$ cat config.mk
export PLATFORM = sky130hd
export DESIGN_NAME = ipm_scale_lane
export DESIGN_NICKNAME = d
export VERILOG_FILES = /design/src/rtl/ipm_pkg.sv /design/src/rtl/ipm_scale_lane.sv
export SDC_FILE = /design/constraint.sdc
export NUM_CORES = 2
export LEC_CHECK = 0
export ABC_AREA = 1
export BUFFER_PORTS_ARGS = -buffer_cell sky130_fd_sc_hd__buf_4
export CAP_MARGIN = 30
export CORE_MARGIN = 2
export CORE_UTILIZATION = 45
export CTS_BUF_LIST = sky130_fd_sc_hd__clkbuf_4
export CTS_CLUSTER_DIAMETER = 60
export DETAILED_ROUTE_END_ITERATION = 6
export HOLD_SLACK_MARGIN = 0.15
export PLACE_DENSITY = 0.65
export SETUP_SLACK_MARGIN = 0.2
export SYNTH_ARGS = -nofsm -noshare
export SYNTH_HDL_FRONTEND = slang
export SYNTH_SLANG_ARGS = --single-unit
$ cat constraint.sdc
create_clock -name clk_i -period 10.5 [get_ports clk_i]
set_input_delay 1.575 -clock clk_i [delete_from_list [all_inputs] [get_ports clk_i]]
set_output_delay 1.575 -clock clk_i [all_outputs]
set_load 0.05 [all_outputs]
$ cat src/rtl/ipm_pkg.sv
// Shared types, constants and the arctangent table for the remap index generator.
// No dependencies.
`default_nettype none
package ipm_pkg;

  localparam int unsigned MAX_SRC_DIM_DEF  = 2048;
  localparam int unsigned MAX_DST_DIM_DEF  = 512;
  localparam int unsigned CORDIC_STEPS_DEF = 24;

  localparam int unsigned DP_W   = 34;
  localparam int unsigned ANG_W  = 24;
  localparam int unsigned IN_SH  = 16;

  localparam int unsigned SW_W   = 12;
  localparam int unsigned VP_W   = 11;
  localparam int unsigned DW_W   = 10;
  localparam int unsigned IDX_W  = 9;
  localparam int unsigned OUT_W  = 22;
  localparam int unsigned CIDX_W = 3;

  localparam logic [CIDX_W-1:0] REG_SRC_WIDTH  = 3'd0;
  localparam logic [CIDX_W-1:0] REG_SRC_HEIGHT = 3'd1;
  localparam logic [CIDX_W-1:0] REG_VANISH_X   = 3'd2;
  localparam logic [CIDX_W-1:0] REG_VANISH_Y   = 3'd3;
  localparam logic [CIDX_W-1:0] REG_DST_WIDTH  = 3'd4;
  localparam logic [CIDX_W-1:0] REG_DST_HEIGHT = 3'd5;

  localparam longint AH_Q     = 732044;
  localparam longint AV_Q     = 457527;
  localparam longint TILT_Y0  = 60 * 107922;
  localparam longint DH       = 2 * AH_Q;
  localparam longint DV       = 2 * AV_Q;
  localparam int unsigned RECIP_SH = 44;
  localparam int unsigned RECIP_W  = 25;
  localparam logic [RECIP_W-1:0] MH = RECIP_W'((64'd1 << RECIP_SH) / DH);
  localparam logic [RECIP_W-1:0] MV = RECIP_W'((64'd1 << RECIP_SH) / DV);

  // lane widths
  localparam int unsigned T_W   = 22;
  localparam int unsigned MAG_W = 33;
  localparam int unsigned Q_W   = 12;
  localparam int unsigned D_W   = 21;

  // offset divider
  localparam int unsigned DIVN_W = 32;
  localparam int unsigned DEN_W  = 11;
  localparam int unsigned GOFF_W = 32;

  typedef struct packed {
    logic signed [DP_W-1:0]  x;
    logic signed [DP_W-1:0]  y;
    logic signed [ANG_W-1:0] z;
  } cordic_t;

  function automatic logic signed [ANG_W-1:0] atan_q20(input int unsigned i);
    logic signed [ANG_W-1:0] r;
    case (i)
      0: r = ANG_W'(823549);
      1: r = ANG_W'(486169);
      2: r = ANG_W'(256878);
      3: r = ANG_W'(130395);
      4: r = ANG_W'(65450);
      5: r = ANG_W'(32757);
      6: r = ANG_W'(16382);
      7: r = ANG_W'(8191);
      8: r = ANG_W'(4095);
      9: r = ANG_W'(2047);
      10: r = ANG_W'(1023);
      11: r = ANG_W'(511);
      12: r = ANG_W'(255);
      13: r = ANG_W'(127);
      14: r = ANG_W'(63);
      15: r = ANG_W'(31);
      16: r = ANG_W'(15);
      17: r = ANG_W'(7);
      18: r = ANG_W'(3);
      19: r = ANG_W'(1);
      default: r = '0;
    endcase
    return r;
  endfunction

endpackage
`default_nettype wire

$ cat src/rtl/ipm_scale_lane.sv
// Angle to pixel coordinate: range check, scale by image size, divide by the field of view.
// Depends on ipm_pkg. Four register stages.
`default_nettype none
module ipm_scale_lane #(
  parameter longint DIV               = ipm_pkg::DH,
  parameter logic [ipm_pkg::RECIP_W-1:0] RECIP = ipm_pkg::MH
) (
  input  wire logic                            clk_i,
  input  wire logic signed [ipm_pkg::DP_W-1:0] t_i,
  input  wire logic [ipm_pkg::SW_W-1:0]        dim_i,
  output logic [ipm_pkg::Q_W-1:0]              q_o,
  output logic                                 neg_o,
  output logic                                 oor_o
);

  localparam logic signed [ipm_pkg::DP_W-1:0] DIV_S = ipm_pkg::DP_W'(DIV);
  localparam logic [ipm_pkg::D_W-1:0]         DIV_U = ipm_pkg::D_W'(DIV);

  localparam int unsigned P_W = ipm_pkg::T_W + ipm_pkg::SW_W + 1;
  localparam int unsigned R_W = ipm_pkg::MAG_W + ipm_pkg::RECIP_W;
  localparam int unsigned QD_W = ipm_pkg::Q_W + ipm_pkg::D_W;

  logic signed [ipm_pkg::T_W-1:0] t1_q;
  logic                           oor1_q, oor2_q, oor3_q, oor4_q;
  logic signed [P_W-1:0]          p2;
  logic [ipm_pkg::MAG_W-1:0]      mag2_q, mag3_q;
  logic                           neg2_q, neg3_q, neg4_q;
  logic [R_W-1:0]                 r3;
  logic [ipm_pkg::Q_W-1:0]        q03_q, q4_q;
  logic [QD_W-1:0]                qd4;
  logic [ipm_pkg::MAG_W-1:0]      rem4;

  assign p2   = t1_q * $signed({1'b0, dim_i});
  assign r3   = mag2_q * RECIP;
  assign qd4  = q03_q * DIV_U;
  assign rem4 = mag3_q - qd4[ipm_pkg::MAG_W-1:0];

  always_ff @(posedge clk_i) begin
    t1_q   <= t_i[ipm_pkg::T_W-1:0];
    oor1_q <= (t_i >= DIV_S) || (t_i <= -DIV_S);

    neg2_q <= p2[P_W-1];
    mag2_q <= p2[P_W-1] ? ipm_pkg::MAG_W'(-p2) : ipm_pkg::MAG_W'(p2);
    oor2_q <= oor1_q;

    q03_q  <= r3[ipm_pkg::RECIP_SH +: ipm_pkg::Q_W];
    mag3_q <= mag2_q;
    neg3_q <= neg2_q;
    oor3_q <= oor2_q;

    q4_q   <= q03_q + ipm_pkg::Q_W'(rem4 >= ipm_pkg::MAG_W'(DIV_U));
    neg4_q <= neg3_q;
    oor4_q <= oor3_q;
  end

  assign q_o   = q4_q;
  assign neg_o = neg4_q;
  assign oor_o = oor4_q;

endmodule
`default_nettype wire

==> metrics.yaml <==
route:
  drt_iter0_drc: 1638
  ant_nets: 0
  drc: 0
  vias: 25733
  routed_via_density: 4.94
  totalWireLength_um: 87600
  wl_per_cell_um: 16.8
  firstDrtPassIters: 6
synthesis:
  synthTopCellsByCount: "inv_1, nand2_1, fa_1"
  yosysMostFrequentCell: "inv_1"
  async_reset_ff_frac: 0
  synthesis.area_mm2: 0.0337
  synth_top_area_cell: "fa_1"
  synthFlopType: "dfxtp_1"
  ys_seq_area_frac: 0.0689
  ys_types: 44
  synth_edf_count: 0
  synthTopCellsByArea: "fa_1, ha_1, inv_1"
  synth_seq_cells: 116
  syn_avg_cell_area_um2: 8.04
  yosys_warnings: 0
  synth_fp_nets: 5341
  synthCells: 4193
  synthDominantCellAreaShare: 0.386
sta:
  fmax_mhz: 131
  min_period_over_period: 0.727
  setup_viol: 0
  clock-skew-final_ns: 0.0399
  final_max_slew_viol_count: 0
  slew-limit-headroom: 0.465
  tightest_slew_ns: 0.802
  fin_crit_ns: 7.64
  rsz0062_at_grt: "no"
  finalSetupTns_ns: 0
  hold_viol: 0
clocking:
  cts_tree: "built"
  numCtsBuffers: 17
  clock_path_buffers: 2
  cts-htree-levels: 4
  clk_pin_slew_ns: 0.15
  clock-root-buffer: "clkbuf_4"
  clk_latency_ns: 0.75
  cts_setup_buffers: 0
  post_cts_resized: 0
  hold_buffers: 0
  cts_sinks: 116
placement:
  io_buffers: 60
  dpl.hpwl_um: 77500
  gp_congestion: 0.987
min_path:
  hold_class: "flip-flop to flip-flop"
  hp-start: "neg3_q$_DFF_P_"
  hold_depth: 0
  min_to: "neg_o$_DFF_P_"
worst_setup_path:
  slowest_delay_ns: 0.54
  cp-start-kind: "flip-flop"
  cp.arrival_ns: 8.27
  critPathMaxFanout: 7
  crit_type: "flip-flop to flip-flop"
  r2r_slack_ns: 2.86
  crit_required_ns: 11.13
  crit_slowest_cell: "fa_1"
  critical_path.endpoint_type: "flip-flop"
  rr_endpoint: "q_o[11]$_DFF_P_"
  r2r_start: "q03_q[10]$_DFF_P_"
  reg2reg_depth: 33
grt:
  grt_max_degree: 31
  grt_first_pass_wirelength_um: 144000
  antenna_found_initial: 3
  grt_pass1_vias: 27422
  grt-ovfl-total: 0
  grt_use_total: 0.240
floorplanning:
  start_util: 0.454
  pin_count: 61
  fp.dieH_um: 278
  fp-row-count: 100
  dieArea_mm2: 0.0771
  core_mm2: 0.0743
  die_w_um: 278
final_layout:
  drive_gt1_frac: 0.0302
  nets: 5369
  areaGrowthSynthToFinish_pct: 5.15
flow_run:
  timing.max_cap.violations: 0
outcome:
  status: "complete, no violations"
logic make-up after synthesis:
| logic type | share of synthesized area |
|---|---|
| XOR/XNOR | 0.0257 |
| buffers and inverters | 0.148 |
| AND/OR/NAND/NOR | 0.156 |
| flip-flops | 0.0689 |
| AO/OA/AOI/OAI | 0.0486 |
| adder cells (fa/ha/maj) | 0.553 |
routing by layer:
| metal | up-vias | routed length [um] | share of wire | track usage |
|---|---|---|---|---|
| met2 | 599 | 41400 | 0.47 | 0.402 |
| li1 | 12496 | - | - | - |
| met4 | 2 | 2000 | 0.023 | 0.0600 |
| met5 | - | 13 | 0.00015 | 0 |
| met1 | 12511 | 39200 | 0.45 | 0.319 |
| met3 | 125 | 4980 | 0.057 | 0.0452 |
critical path, delay by kind of cell (launching register included):
| kind | cells | cell delay [ns] |
|---|---|---|
| fa+ha+maj | 8 | 3.05 |
| simple gates | 9 | 1.39 |
| compound gates | 7 | 1.31 |
| xor+xnor | 4 | 0.90 |
| flops | 1 | 0.51 |
| buf+inv | 5 | 0.41 |
flip-flops by register name, summed over array words and instances (netlist names):
name    flops
q03_q      12
oor1_q      1
neg2_q      1
mag2_q     33
oor3_q      1
neg3_q      1
oor2_q      1
oor_o       1
t1_q       22
q_o        12
neg_o       1
mag3_q     30
metrics by stage:
stage	instance area, um^2	hold slack, ns	worst slack [ns]	utilization	instances
floorplan	33700	0.310	4.03	-	4193
global placement	35200	0.314	2.89	0.473	5171
detailed placement	35200	0.315	2.86	0.473	5171
CTS	35400	0.346	2.86	0.477	5203
global route	35400	0.357	2.15	0.477	5204
finish	35400	0.344	2.86	0.477	5206
how the worst max path moves through the flow:
stage | slack, ns | startpoint | depth (start not counted) | to
floorplan | 4.03 | q03_q[10]$_DFF_P_ | 34 | q_o[10]$_DFF_P_
global placement | 2.89 | q03_q[10]$_DFF_P_ | 34 | q_o[10]$_DFF_P_
detailed placement | 2.86 | q03_q[10]$_DFF_P_ | 33 | q_o[11]$_DFF_P_
CTS | 2.86 | q03_q[10]$_DFF_P_ | 34 | q_o[10]$_DFF_P_
global route | 2.15 | q03_q[10]$_DFF_P_ | 33 | q_o[11]$_DFF_P_
finish | 2.86 | q03_q[10]$_DFF_P_ | 33 | q_o[11]$_DFF_P_
layout make-up:
cell class | count | area, um^2
tap | 969 | 1210
clock buffer | 17 | 128
antenna | 3 | 7.51
clock inverter | 15 | 144
inverter | 1271 | 4770
fill | 7434 | 38900
timing repair buffer | 60 | 450
multi-input combinational | 2755 | 26400
sequential | 116 | 2320
cells in the final DEF (no fill, tap or decap), types with 17 or more instances in the layout:
master    count
o21ai_0      78
nand2_1     793
nand4_1      48
a21oi_1     159
nor3_1       36
fa_1        650
clkbuf_4     17
nand3_1     121
xnor2_1      35
buf_4        60
inv_1      1267
nor2_1      198
dfxtp_1     116
ha_1        451
xor2_1       64
Power is not shown: default switching activity piles up to over one toggle a cycle in this logic, so the estimate is an artifact.
