===== src/rtl/ipm_pkg.sv =====
// Shared types, constants and the arctangent table for the remap index generator.
// No dependencies.
`default_nettype none
package ipm_pkg;

  localparam int unsigned MAX_SRC_DIM_DEF  = 2048;
  localparam int unsigned MAX_DST_DIM_DEF  = 512;
  localparam int unsigned CORDIC_STEPS_DEF = 24;

  localparam int unsigned DP_W   = 34;
  localparam int unsigned ANG_W  = 24;
  localparam int unsigned IN_SH  = 16;

  localparam int unsigned SW_W   = 12;
  localparam int unsigned VP_W   = 11;
  localparam int unsigned DW_W   = 10;
  localparam int unsigned IDX_W  = 9;
  localparam int unsigned OUT_W  = 22;
  localparam int unsigned CIDX_W = 3;

  localparam logic [CIDX_W-1:0] REG_SRC_WIDTH  = 3'd0;
  localparam logic [CIDX_W-1:0] REG_SRC_HEIGHT = 3'd1;
  localparam logic [CIDX_W-1:0] REG_VANISH_X   = 3'd2;
  localparam logic [CIDX_W-1:0] REG_VANISH_Y   = 3'd3;
  localparam logic [CIDX_W-1:0] REG_DST_WIDTH  = 3'd4;
  localparam logic [CIDX_W-1:0] REG_DST_HEIGHT = 3'd5;

  localparam longint AH_Q     = 732044;
  localparam longint AV_Q     = 457527;
  localparam longint TILT_Y0  = 60 * 107922;
  localparam longint DH       = 2 * AH_Q;
  localparam longint DV       = 2 * AV_Q;
  localparam int unsigned RECIP_SH = 44;
  localparam int unsigned RECIP_W  = 25;
  localparam logic [RECIP_W-1:0] MH = RECIP_W'((64'd1 << RECIP_SH) / DH);
  localparam logic [RECIP_W-1:0] MV = RECIP_W'((64'd1 << RECIP_SH) / DV);

  // lane widths
  localparam int unsigned T_W   = 22;
  localparam int unsigned MAG_W = 33;
  localparam int unsigned Q_W   = 12;
  localparam int unsigned D_W   = 21;

  // offset divider
  localparam int unsigned DIVN_W = 32;
  localparam int unsigned DEN_W  = 11;
  localparam int unsigned GOFF_W = 32;

  typedef struct packed {
    logic signed [DP_W-1:0]  x;
    logic signed [DP_W-1:0]  y;
    logic signed [ANG_W-1:0] z;
  } cordic_t;

  function automatic logic signed [ANG_W-1:0] atan_q20(input int unsigned i);
    logic signed [ANG_W-1:0] r;
    case (i)
      0: r = ANG_W'(823549);
      1: r = ANG_W'(486169);
      2: r = ANG_W'(256878);
      3: r = ANG_W'(130395);
      4: r = ANG_W'(65450);
      5: r = ANG_W'(32757);
      6: r = ANG_W'(16382);
      7: r = ANG_W'(8191);
      8: r = ANG_W'(4095);
      9: r = ANG_W'(2047);
      10: r = ANG_W'(1023);
      11: r = ANG_W'(511);
      12: r = ANG_W'(255);
      13: r = ANG_W'(127);
      14: r = ANG_W'(63);
      15: r = ANG_W'(31);
      16: r = ANG_W'(15);
      17: r = ANG_W'(7);
      18: r = ANG_W'(3);
      19: r = ANG_W'(1);
      default: r = '0;
    endcase
    return r;
  endfunction

endpackage
`default_nettype wire


===== src/rtl/ipm_offset_div.sv =====
// Radix-2 restoring divider, two quotient bits per cycle, for the pan/tilt offsets.
// Depends on ipm_pkg.
`default_nettype none
module ipm_offset_div (
  input  wire logic                              clk_i,
  input  wire logic                              rst_ni,
  input  wire logic                              start_i,
  input  wire logic [ipm_pkg::DIVN_W-1:0]        num_i,
  input  wire logic                              neg_i,
  input  wire logic [ipm_pkg::DEN_W-1:0]         den_i,
  output logic                                   busy_o,
  output logic signed [ipm_pkg::GOFF_W-1:0]      res_o
);

  localparam int unsigned CYC   = ipm_pkg::DIVN_W / 2;
  localparam int unsigned CNT_W = $clog2(CYC);

  logic [ipm_pkg::DIVN_W-1:0]       dq_q, dq_d;
  logic [ipm_pkg::DEN_W:0]          rem_q, rem_d;
  logic [ipm_pkg::DEN_W-1:0]        den_q;
  logic                             neg_q, busy_q;
  logic [CNT_W-1:0]                 cnt_q;
  logic signed [ipm_pkg::GOFF_W-1:0] res_q;

  always_comb begin
    rem_d = rem_q;
    dq_d  = dq_q;
    for (int k = 0; k < 2; k++) begin
      rem_d = {rem_d[ipm_pkg::DEN_W-1:0], dq_d[ipm_pkg::DIVN_W-1]};
      dq_d  = {dq_d[ipm_pkg::DIVN_W-2:0], 1'b0};
      if (rem_d >= {1'b0, den_q}) begin
        rem_d    = rem_d - {1'b0, den_q};
        dq_d[0]  = 1'b1;
      end
    end
  end

  always_ff @(posedge clk_i or negedge rst_ni) begin
    if (!rst_ni) begin
      busy_q <= 1'b0;
      cnt_q  <= '0;
      res_q  <= '0;
    end else if (start_i) begin
      busy_q <= 1'b1;
      cnt_q  <= CNT_W'(CYC - 1);
    end else if (busy_q) begin
      cnt_q <= cnt_q - 1'b1;
      if (cnt_q == '0) begin
        busy_q <= 1'b0;
        res_q  <= neg_q ? -$signed(dq_d) : $signed(dq_d);
      end
    end
  end

  always_ff @(posedge clk_i) begin
    if (start_i) begin
      dq_q  <= num_i;
      rem_q <= '0;
      den_q <= den_i;
      neg_q <= neg_i;
    end else if (busy_q) begin
      dq_q  <= dq_d;
      rem_q <= rem_d;
    end
  end

  assign busy_o = busy_q;
  assign res_o  = res_q;

endmodule
`default_nettype wire


===== config.mk =====
export PLATFORM = sky130hd
export DESIGN_NAME = ipm_offset_div
export DESIGN_NICKNAME = d
export VERILOG_FILES = /design/src/rtl/ipm_pkg.sv /design/src/rtl/ipm_offset_div.sv
export SDC_FILE = /design/constraint.sdc
export NUM_CORES = 1
export LEC_CHECK = 0
export BUFFER_PORTS_ARGS = -buffer_cell sky130_fd_sc_hd__buf_2
export CORE_MARGIN = 8
export CORE_UTILIZATION = 58
export DETAILED_ROUTE_END_ITERATION = 8
export PLACE_DENSITY = 0.81
export SYNTH_ARGS = -nofsm -noshare
export SYNTH_HDL_FRONTEND = slang
export SYNTH_SLANG_ARGS = --single-unit

===== constraint.sdc =====
create_clock -name clk_i -period 7 [get_ports clk_i]
set_clock_uncertainty 0.05 [all_clocks]
set_input_delay 1.05 -clock clk_i [delete_from_list [all_inputs] [get_ports clk_i]]
set_output_delay 1.05 -clock clk_i [all_outputs]
set_load 0.05 [all_outputs]

==> impl_metrics.py, run 1 <==
metrics = {
    "clock_network": {
        "cts-root-buf": "clkbuf_8",
        "clk_pin_slew_worst_paths_ns": 0.11,
        "clock_sinks": 92,
        "hold_buffers": 0,
        "cts_max_level": 3,
        "clk_path_buf_depth": 2,
        "cts_setup_buffers": 0,
        "cts_resized": 0,
        "cts_made_buffers": 9,
        "tritoncts": "built",
        "clk_latency_ns": 0.37,
    },
    "worst_setup_path": {
        "r2r_end": "res_o[28]$_DFFE_PN0P_",
        "cpMaxStageDelayCell": "o21ai_2",
        "endpoint_kind": "register",
        "ff2ff_path_depth": 20,
        "cp_data_arrival_time_ns": 6.42,
        "path_depth": 20,
        "path_class": "reg2reg",
        "rrSetupSlack_ns": 0.77,
        "cp_max_fo": 24,
        "slowest_delay_ns": 0.77,
        "crit_buf_inv": 1,
        "worst_ep_required_time_ns": 7.19,
        "r2r_start": "den_q[0]$_DFFE_PP_",
        "crit_family": "compound AO/OA/AOI/OAI gates",
        "startpoint": "den_q[0]$_DFFE_PP_",
        "crit_path_start_kind": "register",
        "crit_chain": "ha_1, fa_1, and2b_1, o22a_1, o221ai_1, o21ai_2, a21oi_1, fa_1, nand3_1, a21oi_1, o41ai_2, a21boi_0, a2111o_1, inv_2, ha_1, nand4_1, nand2b_1, o31ai_1, xor2_1, o21ai_1",
    },
    "die": {
        "dieArea_um2": 12750,
        "rows": 35,
        "die_h_um": 112.9,
        "die_w_um": 112.9,
        "start_util": 0.5921,
        "ioPinCount": 80,
        "core_um2": 9196,
    },
    "logic_synthesis": {
        "seq_area_frac_synth": 0.4531,
        "synth_ff_type": "edfxtp_1",
        "syn_nets": 601,
        "ys_ff_latch": 92,
        "avgSynthCellArea_um2": 10.31,
        "syn_inst": 528,
        "async_flop_share": 0.4022,
        "yosys_warnings": 0,
        "yosysUniqueCellTypes": 65,
        "synth_edf_count": 44,
        "netlist_area_um2": 5445,
    },
    "final_layout": {
        "area_growth_pct": 12.09,
        "antenna_cells": 0,
        "drive_above_1_share": 0.2400,
        "fin_cells": 711,
        "nets": 668,
    },
    "sta": {
        "worst_pin_slew_ns": 0.9857,
        "setup_viol": 0,
        "fin_crit_sh": 0.8907,
        "slew_violations": 0,
        "max_freq_mhz": 160.4,
        "hold_ws_ns": 0.4335,
        "rsz0062_at_grt": "false",
        "setup_tns_ns": 0,
        "final.min_clock_period_ns": 6.235,
        "slew_headroom": 0.3429,
        "layout_setup_ws_ns": 0.7654,
        "hold_viol": 0,
    },
    "detailed_routing": {
        "drc": 0,
        "first_pass_iters": 5,
        "viasPerCell": 5.792,
        "num_vias": 4118,
        "drt_iter0_markers": 243,
        "wl_per_cell_um": 16.71,
        "ant_nets": 0,
        "wirelength_um": 11880,
    },
    "placed_design": {
        "dpl.hpwl_um": 8708,
        "dp_cells": 695,
        "place_ws_ns": 0.7893,
        "place_congestion": 0.8437,
        "portBuffers": 79,
    },
    "power": {
        "leakagePower_nw": 2.658,
        "ir_worst_vdd_v": 0.0002477,
        "power_w": 0.002279,
        "p_per_area_nw_per_um2": 373.3,
    },
    "global_routing": {
        "grt_usage": 0.1914,
        "grt_antenna_before_repair": 0,
        "grt_pass1_wl_um": 19980,
        "grt_max_degree": 67,
        "grt_overflow": 0,
        "grt_pass1_vias": 4141,
    },
    "run_status": {
        "outcome": "completed",
    },
    "worst_hold_path": {
        "holdPathEnd": "res_o[6]$_DFFE_PN0P_",
        "hold_path_class": "reg2reg",
        "worstHoldPathCells": 2,
        "min_from": "res_o[6]$_DFFE_PN0P_",
    },
    "run": {
        "cap_violations": 0,
    },
}
## layout make-up
class	count	area, µm²
clock buffers	9	123.9
clock inverters	7	92.59
fillers	713	3093
inverters	26	97.59
multi-input cells	386	2780
flip-flops and latches	92	2467
well taps	111	138.9
repair buffers	80	402.9
## metrics by stage
| step | area, µm² | utilization |
|---|---|---|
| 2_1_floorplan | 5445 | - |
| 3_3_place_gp | 5887 | 0.6401 |
| 3_5_place_dp | 5887 | 0.6401 |
| 4_1_cts | 6103 | 0.6637 |
| 5_1_grt | 6103 | 0.6637 |
| 6_report | 6103 | 0.6637 |
## flip-flops by register name, summed over array words and instances, names as in the netlist
register and cells:
busy_o 1, cnt_q 4, den_q 11, dq_q 32, neg_q 1, rem_q 11
res_o 32
## worst min-delay path, cell delays in order (launching register included)
cell and delay (ns):
dfrtp_1 0.35, nand2_1 0.05, o21ai_0 0.06
## power by group
group          internal, W  leakage, nW  total (W)  switching, W
clock             0.000175        0.109   0.000388      0.000213
sequential        0.000649        0.967   0.000721     0.0000720
combinational     0.000507         1.58    0.00117      0.000663
## logic make-up (layout without fill, tap and decap cells)
family	Yosys count	after routing	share of synthesized area
DFF	92	92	0.4531
muxes	42	42	0.08456
buffers and inverters	50	122	0.03653
AOI/OAI and AO/OA	123	123	0.1480
and+or+nand+nor	148	148	0.1397
adders and majority gates	26	26	0.06250
xor gates and xnor gates	47	47	0.07560
## metal layers
metal,vias to the layer above,part of all wire,track usage
met1,1947,0.44,0.2421
met2,105,0.47,0.3172
met4,0,0.017,0.06927
li1,2046,-,-
met5,-,0,0
met3,20,0.066,0.03994
## cells in the final DEF (no fill, tap or decap), types with 10 or more instances in the layout
cell | Yosys | layout
xnor2_1 | 19 | 19
nand2_1 | 53 | 53
dfxtp_1 | 11 | 11
a21oi_1 | 25 | 25
ha_1 | 24 | 24
xor2_1 | 28 | 28
dfrtp_1 | 37 | 37
inv_1 | 23 | 23
o31ai_1 | 11 | 11
o21ai_0 | 16 | 16
nor2_1 | 30 | 30
mux2i_1 | 10 | 10
o21ai_1 | 30 | 30
edfxtp_1 | 44 | 44
mux2_2 | 31 | 31
buf_2 | 0 | 79
nor3_1 | 10 | 10
nand2b_1 | 11 | 11
## synthesized netlist by cell type, drive strengths merged, types with 5 or more instances
master | count | share of area
xor2 | 28 | 0.045
ha | 24 | 0.055
o31ai | 11 | 0.015
nor2 | 30 | 0.021
xnor2 | 19 | 0.031
buf | 6 | 0.0062
nor2b | 5 | 0.0057
or3 | 11 | 0.016
inv | 25 | 0.017
dfrtp | 37 | 0.17
o41ai | 6 | 0.015
a211oi | 10 | 0.015
nand2 | 53 | 0.037
dfxtp | 11 | 0.040
o21ai | 47 | 0.044
nor3 | 11 | 0.012
a31oi | 5 | 0.0057
nand2b | 11 | 0.013
mux2 | 32 | 0.066
clkbuf | 18 | 0.012
mux2i | 10 | 0.018
edfxtp | 44 | 0.24
a21oi | 25 | 0.023
## how the worst max path moves through the flow
| stage | end | slack [ns] |
|---|---|---|
| after floorplan | res_o[30]$_DFFE_PN0P_ | 1.78 |
| after global placement | res_o[28]$_DFFE_PN0P_ | 1.05 |
| after detailed placement | res_o[30]$_DFFE_PN0P_ | 0.79 |
| after CTS | res_o[28]$_DFFE_PN0P_ | 0.78 |
| after global routing | res_o[30]$_DFFE_PN0P_ | 0.26 |
| final | res_o[28]$_DFFE_PN0P_ | 0.77 |
No activity file was read; power rests on OpenSTA's default activity.
==> inputs of run 2 (changes only) <==
--- a/config.mk
+++ b/config.mk
@@ -6,10 +6,12 @@
 export NUM_CORES = 1
 export LEC_CHECK = 0
 export BUFFER_PORTS_ARGS = -buffer_cell sky130_fd_sc_hd__buf_2
+export CORE_ASPECT_RATIO = 0.6
 export CORE_MARGIN = 8
 export CORE_UTILIZATION = 58
 export DETAILED_ROUTE_END_ITERATION = 8
 export PLACE_DENSITY = 0.81
+export REMOVE_ABC_BUFFERS = 1
 export SYNTH_ARGS = -nofsm -noshare
 export SYNTH_HDL_FRONTEND = slang
 export SYNTH_SLANG_ARGS = --single-unit
==> impl_metrics.py, run 2 (synthesized netlist as in run 1, its figures left out) <==
metrics = {
    "run_status": {
        "outcome": "completed",
    },
    "sta": {
        "setup_tns_ns": 0,
        "slew_headroom": 0.3220,
        "hold_viol": 0,
        "slew_violations": 0,
        "setup_viol": 0,
        "max_freq_mhz": 157.6,
        "layout_setup_ws_ns": 0.6539,
        "fin_crit_sh": 0.9066,
        "rsz0062_at_grt": "false",
        "final.min_clock_period_ns": 6.346,
        "worst_pin_slew_ns": 1.017,
    },
    "die": {
        "rows": 27,
        "start_util": 0.5948,
        "die_h_um": 91.06,
        "ioPinCount": 80,
        "die_w_um": 141.1,
        "dieArea_um2": 12850,
        "core_um2": 9155,
    },
    "global_routing": {
        "grt_pass1_vias": 4068,
        "met1_usage": 0.2909,
        "grt-busiest-layer": "met2",
        "grt_usage": 0.2060,
        "grt_overflow": 0,
        "use_met3": 0.06740,
        "grt_antenna_before_repair": 0,
        "grt_pass1_wl_um": 21330,
        "grt_max_degree": 67,
        "grt_util_met2": 0.3048,
    },
    "final_layout": {
        "drive_above_1_share": 0.2425,
        "seq_area_um2": 2467,
        "mostFrequentLayoutCells": "buf_2 (79), nand2_1 (53), edfxtp_1 (44)",
        "nFillCells": 703,
        "mostFrequentLayoutCell": "buf_2",
        "fin_cells": 732,
        "final_area_um2": 6238,
        "nets": 670,
        "area_growth_pct": 14.57,
        "multi_input_area_um2": 2780,
        "antenna_cells": 0,
    },
    "clock_network": {
        "cts_resized": 0,
        "clk_latency_ns": 0.34,
        "cts-root-buf": "clkbuf_16",
        "cts_made_buffers": 9,
        "cts_max_level": 3,
        "clock_sinks": 92,
        "clk_path_buf_depth": 2,
        "hold_buffers": 0,
        "clk_pin_slew_worst_paths_ns": 0.07,
        "tritoncts": "built",
        "cts_setup_buffers": 0,
    },
    "worst_setup_path": {
        "path_class": "reg2reg",
        "cp_max_fo": 18,
        "crit_chain": "ha_1, fa_1, and2b_1, o22a_1, o221ai_1, o21ai_2, a21oi_1, fa_1, nand3_1, a21oi_1, o41ai_2, a21boi_0, a2111o_1, inv_2, ha_1, nand4_1, nand2b_1, o31ai_1, xor2_1, o21ai_1",
        "cp_data_arrival_time_ns": 6.48,
        "crit_buf_inv": 1,
        "slowest_delay_ns": 0.68,
        "crit_family": "compound AO/OA/AOI/OAI gates",
        "crit_path_start_kind": "register",
        "worst_ep_required_time_ns": 7.13,
        "endpoint_kind": "register",
        "cpMaxStageDelayCell": "a2111o_1",
    },
    "power": {
        "p_per_area_nw_per_um2": 391.4,
        "power_w": 0.002442,
        "ir_worst_vdd_v": 0.0001962,
        "leakagePower_nw": 2.710,
    },
    "placed_design": {
        "dpl.hpwl_um": 9689,
        "portBuffers": 79,
        "placedInstanceArea_um2": 5926,
        "place_congestion": 0.8936,
        "dp_cells": 716,
        "place_ws_ns": 0.7675,
    },
    "detailed_routing": {
        "viasPerCell": 5.893,
        "wl_per_cell_um": 17.97,
        "num_vias": 4314,
        "first_pass_iters": 5,
        "drc": 0,
        "ant_nets": 0,
        "wirelength_um": 13160,
        "drt_iter0_markers": 411,
    },
    "worst_hold_path": {
        "hold_path_class": "reg2reg",
    },
    "run": {
        "cap_violations": 0,
    },
}
[run 2: cell count changes in the layout (fill, tap and decap cells not counted)]
cell | before | now
clkbuf_16 | 0 | 9
buf_4 | 1 | 3
clkinv_8 | 1 | 0
inv_6 | 2 | 0
inv_8 | 1 | 0
clkbuf_8 | 9 | 2
clkinvlp_4 | 0 | 1
clkinv_2 | 0 | 1
[run 2: report_power, final]
part | internal [W] | switching [W]
clock | 0.000297 | 0.000207
sequential | 0.000650 | 0.0000760
combinational | 0.000513 | 0.000698
total | 0.00146 | 0.000981
[run 2: worst min-delay path: cells and delay by family (launching register included)]
family,cells,cell delay (ns)
and+or+nand+nor,1,0.05
DFF,1,0.34
AOI/OAI and AO/OA,1,0.06
[run 2: through the flow]
stage                     hold WS, ns  utilization
after floorplan                0.4226            -
final                          0.4292       0.6814
after detailed placement       0.4205       0.6473
after CTS                      0.4347       0.6814
after global placement         0.4097       0.6473
after global routing           0.4618       0.6814
[run 2: path summary, 6_finish.rpt]
| kind | startpoint | end | slack (ns) | cells past startpoint |
|---|---|---|---|---|
| max reg2reg | den_q[0]$_DFFE_PP_ | res_o[28]$_DFFE_PN0P_ | 0.65 | 20 |
| max | den_q[0]$_DFFE_PP_ | res_o[28]$_DFFE_PN0P_ | 0.65 | 20 |
| min | res_o[23]$_DFFE_PN0P_ | res_o[23]$_DFFE_PN0P_ | 0.43 | 2 |
| min in group asynchronous | rst_ni | res_o[7]$_DFFE_PN0P_ | 0.77 | 1 |
| min reg2reg | res_o[23]$_DFFE_PN0P_ | res_o[23]$_DFFE_PN0P_ | 0.43 | 2 |
| max in group asynchronous | rst_ni | cnt_q[2]$_DFFE_PN0P_ | 5.60 | 1 |
[run 2: layout make-up]
cell class | count | share of cell area
well taps | 130 | 0.02607
clock buffers | 11 | 0.04051
inverters | 26 | 0.01564
flip-flops and latches | 92 | 0.3955
repair buffers | 82 | 0.06699
multi-input cells | 386 | 0.4456
clock inverters | 5 | 0.009627
[run 2: layer usage]
metal / routed length [µm] / vias up
li1: - / 2055
met1: 6316 / 2078
met2: 5653 / 179
met3: 1128 / 2
met4: 56 / 0
met5: 0 / -
